===== config.mk =====
export PLATFORM = sky130hd
export DESIGN_NAME = seven_segment_drum_transition
export DESIGN_NICKNAME = d
export VERILOG_FILES = /design/src/sv/sdt_pkg.sv /design/src/sv/sdt_place.sv /design/src/sv/sdt_frame.sv /design/src/sv/seven_segment_drum_transition.sv
export SDC_FILE = /design/constraint.sdc
export NUM_CORES = 1
export LEC_CHECK = 0
export BUFFER_PORTS_ARGS = -buffer_cell sky130_fd_sc_hd__buf_2
export CORE_ASPECT_RATIO = 1.5
export CORE_MARGIN = 5
export CORE_UTILIZATION = 40
export CTS_CLUSTER_DIAMETER = 40
export DETAILED_ROUTE_END_ITERATION = 8
export MAX_ROUTING_LAYER = met4
export SYNTH_ARGS = -nofsm -noshare
export SYNTH_HDL_FRONTEND = slang
export SYNTH_SLANG_ARGS = --single-unit

===== constraint.sdc =====
create_clock -name i_clk -period 9.7 [get_ports i_clk]
set_clock_uncertainty 0.2 [all_clocks]
set_input_delay 1.455 -clock i_clk [delete_from_list [all_inputs] [get_ports i_clk]]
set_output_delay 1.455 -clock i_clk [all_outputs]
set_load 0.005 [all_outputs]

===== src/sv/sdt_pkg.sv =====
`timescale 1ns / 1ps
`default_nettype none
// ----------------------------------------------------------------------------
// sdt_pkg
// shared widths, segment tables and register indexes of the drum transition
// ----------------------------------------------------------------------------
package sdt_pkg;

    localparam int NUM_W       = 16;   // raw count width, two's complement
    localparam int CNT_W       = 14;   // clamped count width
    localparam int HOLD_W      = 16;
    localparam int SEG_W       = 7;
    localparam int POS_N       = 4;    // displayed places
    localparam int FRAME_N     = 4;
    localparam int DIGITS_DEF  = 4;

    // n / 10 == (n * 52429) >> 19 for every n below 43690
    localparam int          DIV10_SHIFT = 19;
    localparam logic [15:0] DIV10_RECIP = 16'd52429;

    localparam logic [CNT_W-1:0]  MAX_VALUE_RST  = 14'd9999;
    localparam logic [HOLD_W-1:0] FRAME_HOLD_RST = 16'd10;

    localparam logic [SEG_W-1:0] SEG_BLANK = 7'h00;

    typedef logic [3:0]       t_digit;
    typedef logic [SEG_W-1:0] t_seg;
    typedef logic [1:0]       t_frame;

    localparam t_frame FRAME_OLD  = 2'd0;
    localparam t_frame FRAME_LAST = 2'd3;

    typedef enum logic [0:0] {
        CFG_MAX_VALUE  = 1'b0,
        CFG_FRAME_HOLD = 1'b1
    } t_cfg_idx;

    function automatic t_seg seg_digit(input t_digit d);
        t_seg s;
        case (d)
            4'd0:    s = 7'h3F;
            4'd1:    s = 7'h06;
            4'd2:    s = 7'h5B;
            4'd3:    s = 7'h4F;
            4'd4:    s = 7'h66;
            4'd5:    s = 7'h6D;
            4'd6:    s = 7'h7D;
            4'd7:    s = 7'h07;
            4'd8:    s = 7'h7F;
            4'd9:    s = 7'h6F;
            default: s = SEG_BLANK;
        endcase
        return s;
    endfunction

    // segment pattern shown while a place rolls up towards its new digit
    function automatic t_seg seg_roll_up(input t_digit d);
        t_seg s;
        case (d)
            4'd0:    s = 7'd98;
            4'd1:    s = 7'd2;
            4'd2:    s = 7'd97;
            4'd3:    s = 7'd67;
            4'd4:    s = 7'd3;
            4'd5:    s = 7'd67;
            4'd6:    s = 7'd99;
            4'd7:    s = 7'd2;
            4'd8:    s = 7'd99;
            4'd9:    s = 7'd67;
            default: s = SEG_BLANK;
        endcase
        return s;
    endfunction

endpackage
`default_nettype wire


===== src/sv/sdt_place.sv =====
`timescale 1ns / 1ps
`default_nettype none
// ----------------------------------------------------------------------------
// sdt_place
// one pipeline stage that peels decimal place PLACE off both counts
// ----------------------------------------------------------------------------
module sdt_place
    import sdt_pkg::*;
#(
    parameter int DIGITS = DIGITS_DEF,
    parameter int PLACE  = 0
) (
    input  wire logic                         i_clk,
    input  wire logic                         i_rst_n,
    input  wire logic                         i_valid,
    output logic                              o_ready,
    input  wire logic [CNT_W-1:0]             i_from_n,
    input  wire logic [CNT_W-1:0]             i_to_n,
    input  wire logic [DIGITS-1:0][3:0]       i_from_d,
    input  wire logic [DIGITS-1:0][3:0]       i_to_d,
    output logic                              o_valid,
    input  wire logic                         i_ready,
    output logic [CNT_W-1:0]                  o_from_n,
    output logic [CNT_W-1:0]                  o_to_n,
    output logic [DIGITS-1:0][3:0]            o_from_d,
    output logic [DIGITS-1:0][3:0]            o_to_d
);

    localparam int PROD_W = CNT_W + 16;

    logic                    r_valid;
    logic [CNT_W-1:0]        r_from_n, r_to_n;
    logic [DIGITS-1:0][3:0]  r_from_d, r_to_d;

    logic [PROD_W-1:0]       w_from_p, w_to_p;
    logic [CNT_W-1:0]        w_from_q, w_to_q;
    logic [CNT_W-1:0]        w_from_r, w_to_r;
    logic [DIGITS-1:0][3:0]  n_from_d, n_to_d;

    assign o_ready = !r_valid || i_ready;

    always_comb begin
        w_from_p = PROD_W'(i_from_n) * PROD_W'(DIV10_RECIP);
        w_to_p   = PROD_W'(i_to_n) * PROD_W'(DIV10_RECIP);
        w_from_q = CNT_W'(w_from_p >> DIV10_SHIFT);
        w_to_q   = CNT_W'(w_to_p >> DIV10_SHIFT);
        w_from_r = i_from_n - CNT_W'(w_from_q * CNT_W'(10));
        w_to_r   = i_to_n - CNT_W'(w_to_q * CNT_W'(10));
        n_from_d = i_from_d;
        n_to_d   = i_to_d;
        n_from_d[PLACE] = w_from_r[3:0];
        n_to_d[PLACE]   = w_to_r[3:0];
    end

    always_ff @(posedge i_clk) begin
        if (!i_rst_n) begin
            r_valid <= 1'b0;
        end else if (o_ready) begin
            r_valid <= i_valid;
        end
    end

    always_ff @(posedge i_clk) begin
        if (o_ready) begin
            r_from_n <= w_from_q;
            r_to_n   <= w_to_q;
            r_from_d <= n_from_d;
            r_to_d   <= n_to_d;
        end
    end

    assign o_valid  = r_valid;
    assign o_from_n = r_from_n;
    assign o_to_n   = r_to_n;
    assign o_from_d = r_from_d;
    assign o_to_d   = r_to_d;

endmodule
`default_nettype wire


===== src/sv/sdt_frame.sv =====
`timescale 1ns / 1ps
`default_nettype none
// ----------------------------------------------------------------------------
// sdt_frame
// builds the four animation frames and plays them out one per transaction
// ----------------------------------------------------------------------------
module sdt_frame
    import sdt_pkg::*;
#(
    parameter int DIGITS = DIGITS_DEF
) (
    input  wire logic                    i_clk,
    input  wire logic                    i_rst_n,
    input  wire logic                    i_valid,
    output logic                         o_ready,
    input  wire logic [DIGITS-1:0][3:0]  i_from_d,
    input  wire logic [DIGITS-1:0][3:0]  i_to_d,
    input  wire logic [HOLD_W-1:0]       i_frame_hold,
    output logic                         o_tvalid,
    input  wire logic                    i_tready,
    output logic [47:0]                  o_tdata,
    output t_frame                       o_tuser,
    output logic                         o_tlast
);

    localparam int PW = (DIGITS > 1) ? $clog2(DIGITS) : 1;

    function automatic logic [PW-1:0] top_place(input logic [DIGITS-1:0][3:0] d);
        logic [PW-1:0] p;
        p = '0;
        for (int i = 1; i < DIGITS; i++) begin
            if (d[i] != 4'd0) begin
                p = PW'(i);
            end
        end
        return p;
    endfunction

    logic [PW-1:0]                       w_fs, w_ts, w_start;
    logic [FRAME_N-1:0][POS_N-1:0][6:0]  n_code;
    logic [FRAME_N-1:0][POS_N-1:0]       n_mask;

    // classify stage
    logic                                r_va;
    logic [FRAME_N-1:0][POS_N-1:0][6:0]  r_a_code;
    logic [FRAME_N-1:0][POS_N-1:0]       r_a_mask;

    // play-out stage
    logic                                r_vb;
    t_frame                              r_frame;
    logic [FRAME_N-1:0][POS_N-1:0][6:0]  r_b_code;
    logic [FRAME_N-1:0][POS_N-1:0]       r_b_mask;

    logic                                w_xfer, w_take;
    logic [HOLD_W-1:0]                   w_hold;

    assign w_fs    = top_place(i_from_d);
    assign w_ts    = top_place(i_to_d);
    assign w_start = (w_fs > w_ts) ? w_fs : w_ts;

    for (genvar p = 0; p < POS_N; p++) begin : g_pos
        if (p < DIGITS) begin : g_lit
            logic fv, tv, chg;
            t_seg oc, nc;
            assign fv  = int'(w_fs) >= p;
            assign tv  = int'(w_ts) >= p;
            assign chg = (fv != tv) || (fv && tv && (i_from_d[p] != i_to_d[p]));
            assign oc  = fv ? seg_digit(i_from_d[p]) : SEG_BLANK;
            assign nc  = tv ? seg_digit(i_to_d[p]) : SEG_BLANK;

            assign n_code[0][p] = oc;
            assign n_code[1][p] = chg ? SEG_BLANK : oc;
            assign n_code[2][p] = !chg ? nc :
                                  (tv ? seg_roll_up(i_to_d[p]) : SEG_BLANK);
            assign n_code[3][p] = nc;

            for (genvar f = 0; f < FRAME_N; f++) begin : g_msk
                assign n_mask[f][p] = (int'(w_start) >= p) && (n_code[f][p] != SEG_BLANK);
            end
        end else begin : g_off
            for (genvar f = 0; f < FRAME_N; f++) begin : g_blk
                assign n_code[f][p] = SEG_BLANK;
                assign n_mask[f][p] = 1'b0;
            end
        end
    end

    assign w_xfer  = r_vb && i_tready;
    assign w_take  = !r_vb || (w_xfer && (r_frame == FRAME_LAST));
    assign o_ready = !r_va || w_take;

    always_ff @(posedge i_clk) begin
        if (!i_rst_n) begin
            r_va <= 1'b0;
        end else if (o_ready) begin
            r_va <= i_valid;
        end
    end

    always_ff @(posedge i_clk) begin
        if (o_ready) begin
            r_a_code <= n_code;
            r_a_mask <= n_mask;
        end
    end

    always_ff @(posedge i_clk) begin
        if (!i_rst_n) begin
            r_vb    <= 1'b0;
            r_frame <= FRAME_OLD;
        end else if (w_take) begin
            r_vb    <= r_va;
            r_frame <= FRAME_OLD;
        end else if (w_xfer) begin
            r_frame <= r_frame + 2'd1;
        end
    end

    always_ff @(posedge i_clk) begin
        if (w_take) begin
            r_b_code <= r_a_code;
            r_b_mask <= r_a_mask;
        end
    end

    assign w_hold = (i_frame_hold == '0) ? HOLD_W'(1) : i_frame_hold;

    assign o_tvalid = r_vb;
    assign o_tdata  = {w_hold, r_b_mask[r_frame], r_b_code[r_frame][3],
                       r_b_code[r_frame][2], r_b_code[r_frame][1], r_b_code[r_frame][0]};
    assign o_tuser  = r_frame;
    assign o_tlast  = (r_frame == FRAME_LAST);

    a_idle_frame: assert property (@(posedge i_clk) disable iff (!i_rst_n)
        !r_vb |-> (r_frame == FRAME_OLD))
        else $error("frame counter moved with no item held");

    a_frame_hold: assert property (@(posedge i_clk) disable iff (!i_rst_n)
        (r_vb && !i_tready) |=> $stable(r_frame))
        else $error("frame counter moved without a transaction");

    a_restart: assert property (@(posedge i_clk) disable iff (!i_rst_n)
        (w_xfer && o_tlast) |=> (!o_tvalid || (o_tuser == FRAME_OLD)))
        else $error("next item did not start at the old-digits frame");

    a_mask_ones: assert property (@(posedge i_clk) disable iff (!i_rst_n)
        (o_tvalid && o_tdata[28]) |-> (o_tdata[6:0] != SEG_BLANK))
        else $error("ones place lit with a blank code");

endmodule
`default_nettype wire


===== src/sv/seven_segment_drum_transition.sv =====
`timescale 1ns / 1ps
`default_nettype none
// ----------------------------------------------------------------------------
// seven_segment_drum_transition
// four-place seven-segment drum roll between an old and a new count
// ----------------------------------------------------------------------------
// Each input transaction carries an old and a new count; both are clamped to
// 0..max_value and split into decimal places, one place per pipeline stage.
// When the clamped counts differ the block emits four frames (old digits,
// changed places blanked, changed places rolling up, new digits), the last
// one flagged by tlast; equal counts give no output. One frame leaves per
// cycle while m_axis_tready is high, and the frame play-out register takes
// the next item only as the last frame of the current one is accepted. An
// item passes the clamp, place, classify and play-out registers in turn.
// Write the configuration registers only while the block is idle.
// ----------------------------------------------------------------------------
module seven_segment_drum_transition
    import sdt_pkg::*;
#(
    parameter int DIGITS = DIGITS_DEF
) (
    input  wire logic          i_clk,
    input  wire logic          i_rst_n,
    input  wire logic          s_axis_tvalid,
    output logic               s_axis_tready,
    input  wire logic [31:0]   s_axis_tdata,   // from_number[15:0], to_number[31:16]
    output logic               m_axis_tvalid,
    input  wire logic          m_axis_tready,
    // ones[6:0], tens[13:7], hundreds[20:14], thousands[27:21],
    // visible_mask[31:28], hold_frames[47:32]
    output logic [47:0]        m_axis_tdata,
    output logic [1:0]         m_axis_tuser,   // frame_index[1:0]
    output logic               m_axis_tlast,   // last_frame
    input  wire logic          i_cfg_we,
    input  wire logic [0:0]    i_cfg_addr,
    input  wire logic [15:0]   i_cfg_wdata
);

    logic [CNT_W-1:0]   r_max_value;
    logic [HOLD_W-1:0]  r_frame_hold;

    always_ff @(posedge i_clk) begin
        if (!i_rst_n) begin
            r_max_value  <= MAX_VALUE_RST;
            r_frame_hold <= FRAME_HOLD_RST;
        end else if (i_cfg_we) begin
            unique case (t_cfg_idx'(i_cfg_addr))
                CFG_MAX_VALUE:  r_max_value  <= i_cfg_wdata[CNT_W-1:0];
                CFG_FRAME_HOLD: r_frame_hold <= i_cfg_wdata;
                default: ;
            endcase
        end
    end

    function automatic logic [CNT_W-1:0] clamp_count(input logic [NUM_W-1:0] v,
                                                     input logic [CNT_W-1:0] lim);
        logic [CNT_W-1:0] c;
        if (v[NUM_W-1]) begin
            c = '0;
        end else if (v[NUM_W-2:0] > (NUM_W-1)'(lim)) begin
            c = lim;
        end else begin
            c = v[CNT_W-1:0];
        end
        return c;
    endfunction

    // clamp stage
    logic               r_v0;
    logic [CNT_W-1:0]   r_from0, r_to0;
    logic [CNT_W-1:0]   n_from0, n_to0;
    logic               w_ready0;

    // place stages, index 0 is the clamp stage output
    logic               w_valid [DIGITS+1];
    logic               w_ready [DIGITS+1];
    logic [CNT_W-1:0]   w_from_n [DIGITS+1];
    logic [CNT_W-1:0]   w_to_n [DIGITS+1];
    logic [DIGITS-1:0][3:0] w_from_d [DIGITS+1];
    logic [DIGITS-1:0][3:0] w_to_d [DIGITS+1];

    assign n_from0 = clamp_count(s_axis_tdata[15:0], r_max_value);
    assign n_to0   = clamp_count(s_axis_tdata[31:16], r_max_value);

    assign w_ready0      = !r_v0 || w_ready[0];
    assign s_axis_tready = w_ready0;

    always_ff @(posedge i_clk) begin
        if (!i_rst_n) begin
            r_v0 <= 1'b0;
        end else if (w_ready0) begin
            // equal counts give no frames, so drop them here
            r_v0 <= s_axis_tvalid && (n_from0 != n_to0);
        end
    end

    always_ff @(posedge i_clk) begin
        if (w_ready0) begin
            r_from0 <= n_from0;
            r_to0   <= n_to0;
        end
    end

    assign w_valid[0]  = r_v0;
    assign w_from_n[0] = r_from0;
    assign w_to_n[0]   = r_to0;
    assign w_from_d[0] = '0;
    assign w_to_d[0]   = '0;

    for (genvar k = 0; k < DIGITS; k++) begin : g_place
        sdt_place #(
            .DIGITS (DIGITS),
            .PLACE  (k)
        ) u_place (
            .i_clk    (i_clk),
            .i_rst_n  (i_rst_n),
            .i_valid  (w_valid[k]),
            .o_ready  (w_ready[k]),
            .i_from_n (w_from_n[k]),
            .i_to_n   (w_to_n[k]),
            .i_from_d (w_from_d[k]),
            .i_to_d   (w_to_d[k]),
            .o_valid  (w_valid[k+1]),
            .i_ready  (w_ready[k+1]),
            .o_from_n (w_from_n[k+1]),
            .o_to_n   (w_to_n[k+1]),
            .o_from_d (w_from_d[k+1]),
            .o_to_d   (w_to_d[k+1])
        );
    end

    sdt_frame #(
        .DIGITS (DIGITS)
    ) u_frame (
        .i_clk        (i_clk),
        .i_rst_n      (i_rst_n),
        .i_valid      (w_valid[DIGITS]),
        .o_ready      (w_ready[DIGITS]),
        .i_from_d     (w_from_d[DIGITS]),
        .i_to_d       (w_to_d[DIGITS]),
        .i_frame_hold (r_frame_hold),
        .o_tvalid     (m_axis_tvalid),
        .i_tready     (m_axis_tready),
        .o_tdata      (m_axis_tdata),
        .o_tuser      (m_axis_tuser),
        .o_tlast      (m_axis_tlast)
    );

endmodule
`default_nettype wire

==> impl_metrics.json <==
{
  "drive_above_1_share_pct": 10.0,
  "cts_resized": 0,
  "overflow": 0,
  "routed_via_density": 4.84,
  "yosysWarningCount": 0,
  "core_area_um2": 87900,
  "final_common_cell": "ha_1",
  "cp-end-kind": "register",
  "path_cells": "ha_1 > inv_1 > fa_1 > fa_1 > fa_1 > inv_1 > fa_1 > inv_1 > fa_1 > inv_1 > ha_1 > and3_1 > a311o_1 > a221oi_1 > inv_1 > a21oi_1 > xnor2_1 > fa_1 > xor2_1 > xnor2_1 > xnor2_1",
  "antenna_found_initial": 1,
  "rsz0062_at_grt": "no",
  "grt_use_total_pct": 14.6,
  "post-route-util_pct": 44.8,
  "routed_wl_um": 65800,
  "synth_area_um2": 35400,
  "clockRootBuffer": "clkbuf_16",
  "yosys.area.top_type": "edfxtp_1",
  "remaining_drc_errors": 0,
  "io_pins": 107,
  "clkTransAtPathRegs_ps": 60,
  "synthAdderAreaFrac_pct": 33.5,
  "placed_cells": 4168,
  "worst_path_most_repeated_cell": "fa_1",
  "synth_compound_area_share_pct": 5.68,
  "synth_edf_count": 412,
  "synth_xor_area_share_pct": 3.17,
  "io_buffer_count": 106,
  "floorplan.rows": 133,
  "synthCells": 2958,
  "cts_made_buffers": 61,
  "cp.arrival_ps": 6660,
  "gp_congestion": 0.853,
  "final-setup-viol-count": 0,
  "synth_top_family_by_area": "adder cells",
  "critPathLaunch": "r_from0[8]$_DFFE_PP_",
  "timing.rr.end": "g_place[0].u_place.o_from_d[3]$_DFFE_PP_",
  "ctsHoldBuffers": 0,
  "area_growth_pct": 11.2,
  "setup_tns_ps": 0,
  "synth.distinct_cells": 73,
  "maxSlewHeadroom_pct": 29.5,
  "cts_tree": "built",
  "clockBufferDepth": 3,
  "dr.pass1.iters": 5,
  "crit_buf_inv": 5,
  "die-area_um2": 94700,
  "r2r.worst_path.cells": 21,
  "htreeDepth": 2,
  "hpwlAfterDp_um": 54500,
  "fp.dieW_um": 253,
  "post_drt_wl_per_cell_um": 15.4,
  "cp_max_fo": 5,
  "synthArstFlopShare_pct": 0,
  "first_iter_violations": 615,
  "critical_path.slowest_cell": "fa_1",
  "via_count": 20700,
  "critPathTopFamily": "adder cells",
  "cts_setup_buffers": 0,
  "synth.area.mux_share_pct": 4.13,
  "worst_pin_slew_ps": 1050,
  "grt_start_max_net_pins": 69,
  "cp-start-kind": "register",
  "synth-main-ff-cell": "edfxtp_1",
  "path_class": "register to register",
  "cap_violations": 0,
  "r2r_slack_ps": 3200,
  "final_max_slew_viol_count": 0,
  "critPathCapture": "g_place[0].u_place.o_from_d[3]$_DFFE_PP_",
  "layout.cells.non_filler": 4285,
  "nets": 3953,
  "hold_slack_ps": 212,
  "cp.depth": 21,
  "fp.dieH_um": 374,
  "worstSkewPairLatency_ps": 640,
  "max_stage_delay_ps": 590,
  "synth_nets": 3827,
  "fmax_ghz": 0.154,
  "first_global_vias": 22400,
  "synth_top_area_share_pct": 34.9,
  "layout_common_cells": "ha_1, inv_1, edfxtp_1",
  "cts.sinks": 507,
  "grt_pass1_wl_um": 111000,
  "cp_data_required_time_ps": 9860,
  "ys_ff_latch": 507,
  "ant_nets": 0,
  "fin_crit_sh_pct": 67.0,
  "min_period_ps": 6500,
  "status": "complete, no violations",
  "synth_seq_area_share_pct": 40.3,
  "yosys.area_share.simple_pct": 6.89,
  "timing.rr.start": "r_from0[8]$_DFFE_PP_",
  "start_util_pct": 40.3,
  "syn_avg_cell_area_um2": 12.0,
  "synthTopCellsByArea": "edfxtp_1, ha_1, fa_1",
  "hold_viol": 0,
  "min_path_type": "register to register"
}
==> worst reg2reg max path: stages (launching register included) <==
cell and delay [ps]:
edfxtp_1 470, ha_1 350, inv_1 50, fa_1 590
fa_1 480, fa_1 550, inv_1 50, fa_1 500
inv_1 50, fa_1 490, inv_1 40, ha_1 310
and3_1 210, a311o_1 280, a221oi_1 360, inv_1 80
a21oi_1 180, xnor2_1 130, fa_1 440, xor2_1 160
xnor2_1 140, xnor2_1 130
==> through the flow <==
stage                     instance area [µm²]  setup WS [ps]
final                                   39400           3200
after global routing                    39400           2850
after CTS                               39400           3150
after detailed placement                37300           3160
after global placement                  37300           3210
after floorplan                         35400           3510
==> area by class of cell <==
type | count | area (µm²)
Timing Repair Buffer | 118 | 621
Clock inverter | 39 | 479
Inverter | 531 | 2000
Clock buffer | 77 | 1660
Antenna cell | 1 | 2.50
Fill cell | 8089 | 48500
Multi-Input combinational cell | 1865 | 18900
Sequential cell | 507 | 14300
Tap cell | 1147 | 1440
==> cell families (layout without fill, tap and decap cells) <==
family / after synthesis / after routing
flip-flops: 507 / 507
buffers and inverters: 586 / 765
AO/OA/AOI/OAI: 311 / 311
XOR/XNOR: 128 / 128
multiplexers: 104 / 104
AND/OR/NAND/NOR: 507 / 507
other: 0 / 1
adder cells (fa/ha/maj): 815 / 815
==> synth_stat cells (16+ instances only) <==
| master | count |
|---|---|
| a21boi_0 | 23 |
| inv_1 | 521 |
| a21oi_1 | 79 |
| or2_2 | 16 |
| nor2b_1 | 26 |
| xnor2_1 | 84 |
| dfxtp_1 | 95 |
| edfxtp_1 | 412 |
| nand2_1 | 191 |
| fa_1 | 223 |
| nand3_1 | 17 |
| mux4_2 | 32 |
| xor2_1 | 44 |
| clkbuf_1 | 40 |
| nor3_1 | 26 |
| nor2_1 | 110 |
| nand2b_1 | 23 |
| ha_1 | 592 |
| a21o_1 | 34 |
| mux2i_1 | 57 |
| o21ai_0 | 57 |
| and2_1 | 24 |
==> how the worst min path moves through the flow <==
stage | depth (start not counted) | from | to
6_report | 0 | u_frame.r_a_code[9]$_DFFE_PP_ | u_frame.r_b_code[9]$_DFFE_PP_
5_1_grt | 0 | u_frame.r_a_code[91]$_DFFE_PP_ | u_frame.r_b_code[91]$_DFFE_PP_
4_1_cts | 0 | u_frame.r_a_code[7]$_DFFE_PP_ | u_frame.r_b_code[7]$_DFFE_PP_
3_5_place_dp | 0 | g_place[1].u_place.o_to_d[2]$_DFFE_PP_ | g_place[2].u_place.o_to_d[2]$_DFFE_PP_
3_3_place_gp | 0 | u_frame.r_a_code[55]$_DFFE_PP_ | u_frame.r_b_code[55]$_DFFE_PP_
2_1_floorplan | 0 | g_place[0].u_place.o_from_d[0]$_DFFE_PP_ | g_place[1].u_place.o_from_d[0]$_DFFE_PP_
==> per-layer routing <==
metal | wire [µm] | part of all wire, % | global-route usage, % | vias up
li1 | - | - | - | 10400
met1 | 24500 | 37 | 15.1 | 9922
met2 | 36500 | 55 | 27.7 | 288
met3 | 1930 | 2.9 | 1.90 | 157
met4 | 2860 | 4.3 | 5.78 | 0
met5 | 0 | 0 | - | -
==> sequential cells by signal, indices dropped and copies added, names as in the netlist, 16 cells and up, named ones only <==
name / cells
u_frame.r_b_code: 112
g_place.u_place.o_to_d: 40
u_frame.r_a_code: 112
g_place.u_place.o_to_n: 24
u_frame.r_b_mask: 16
r_frame_hold: 16
g_place.u_place.o_from_n: 24
g_place.u_place.o_from_d: 40
u_frame.r_a_mask: 16
Power is left out: the tool's default activity adds up to more than one toggle a clock period on the data nets, which glitch-free logic cannot reach.
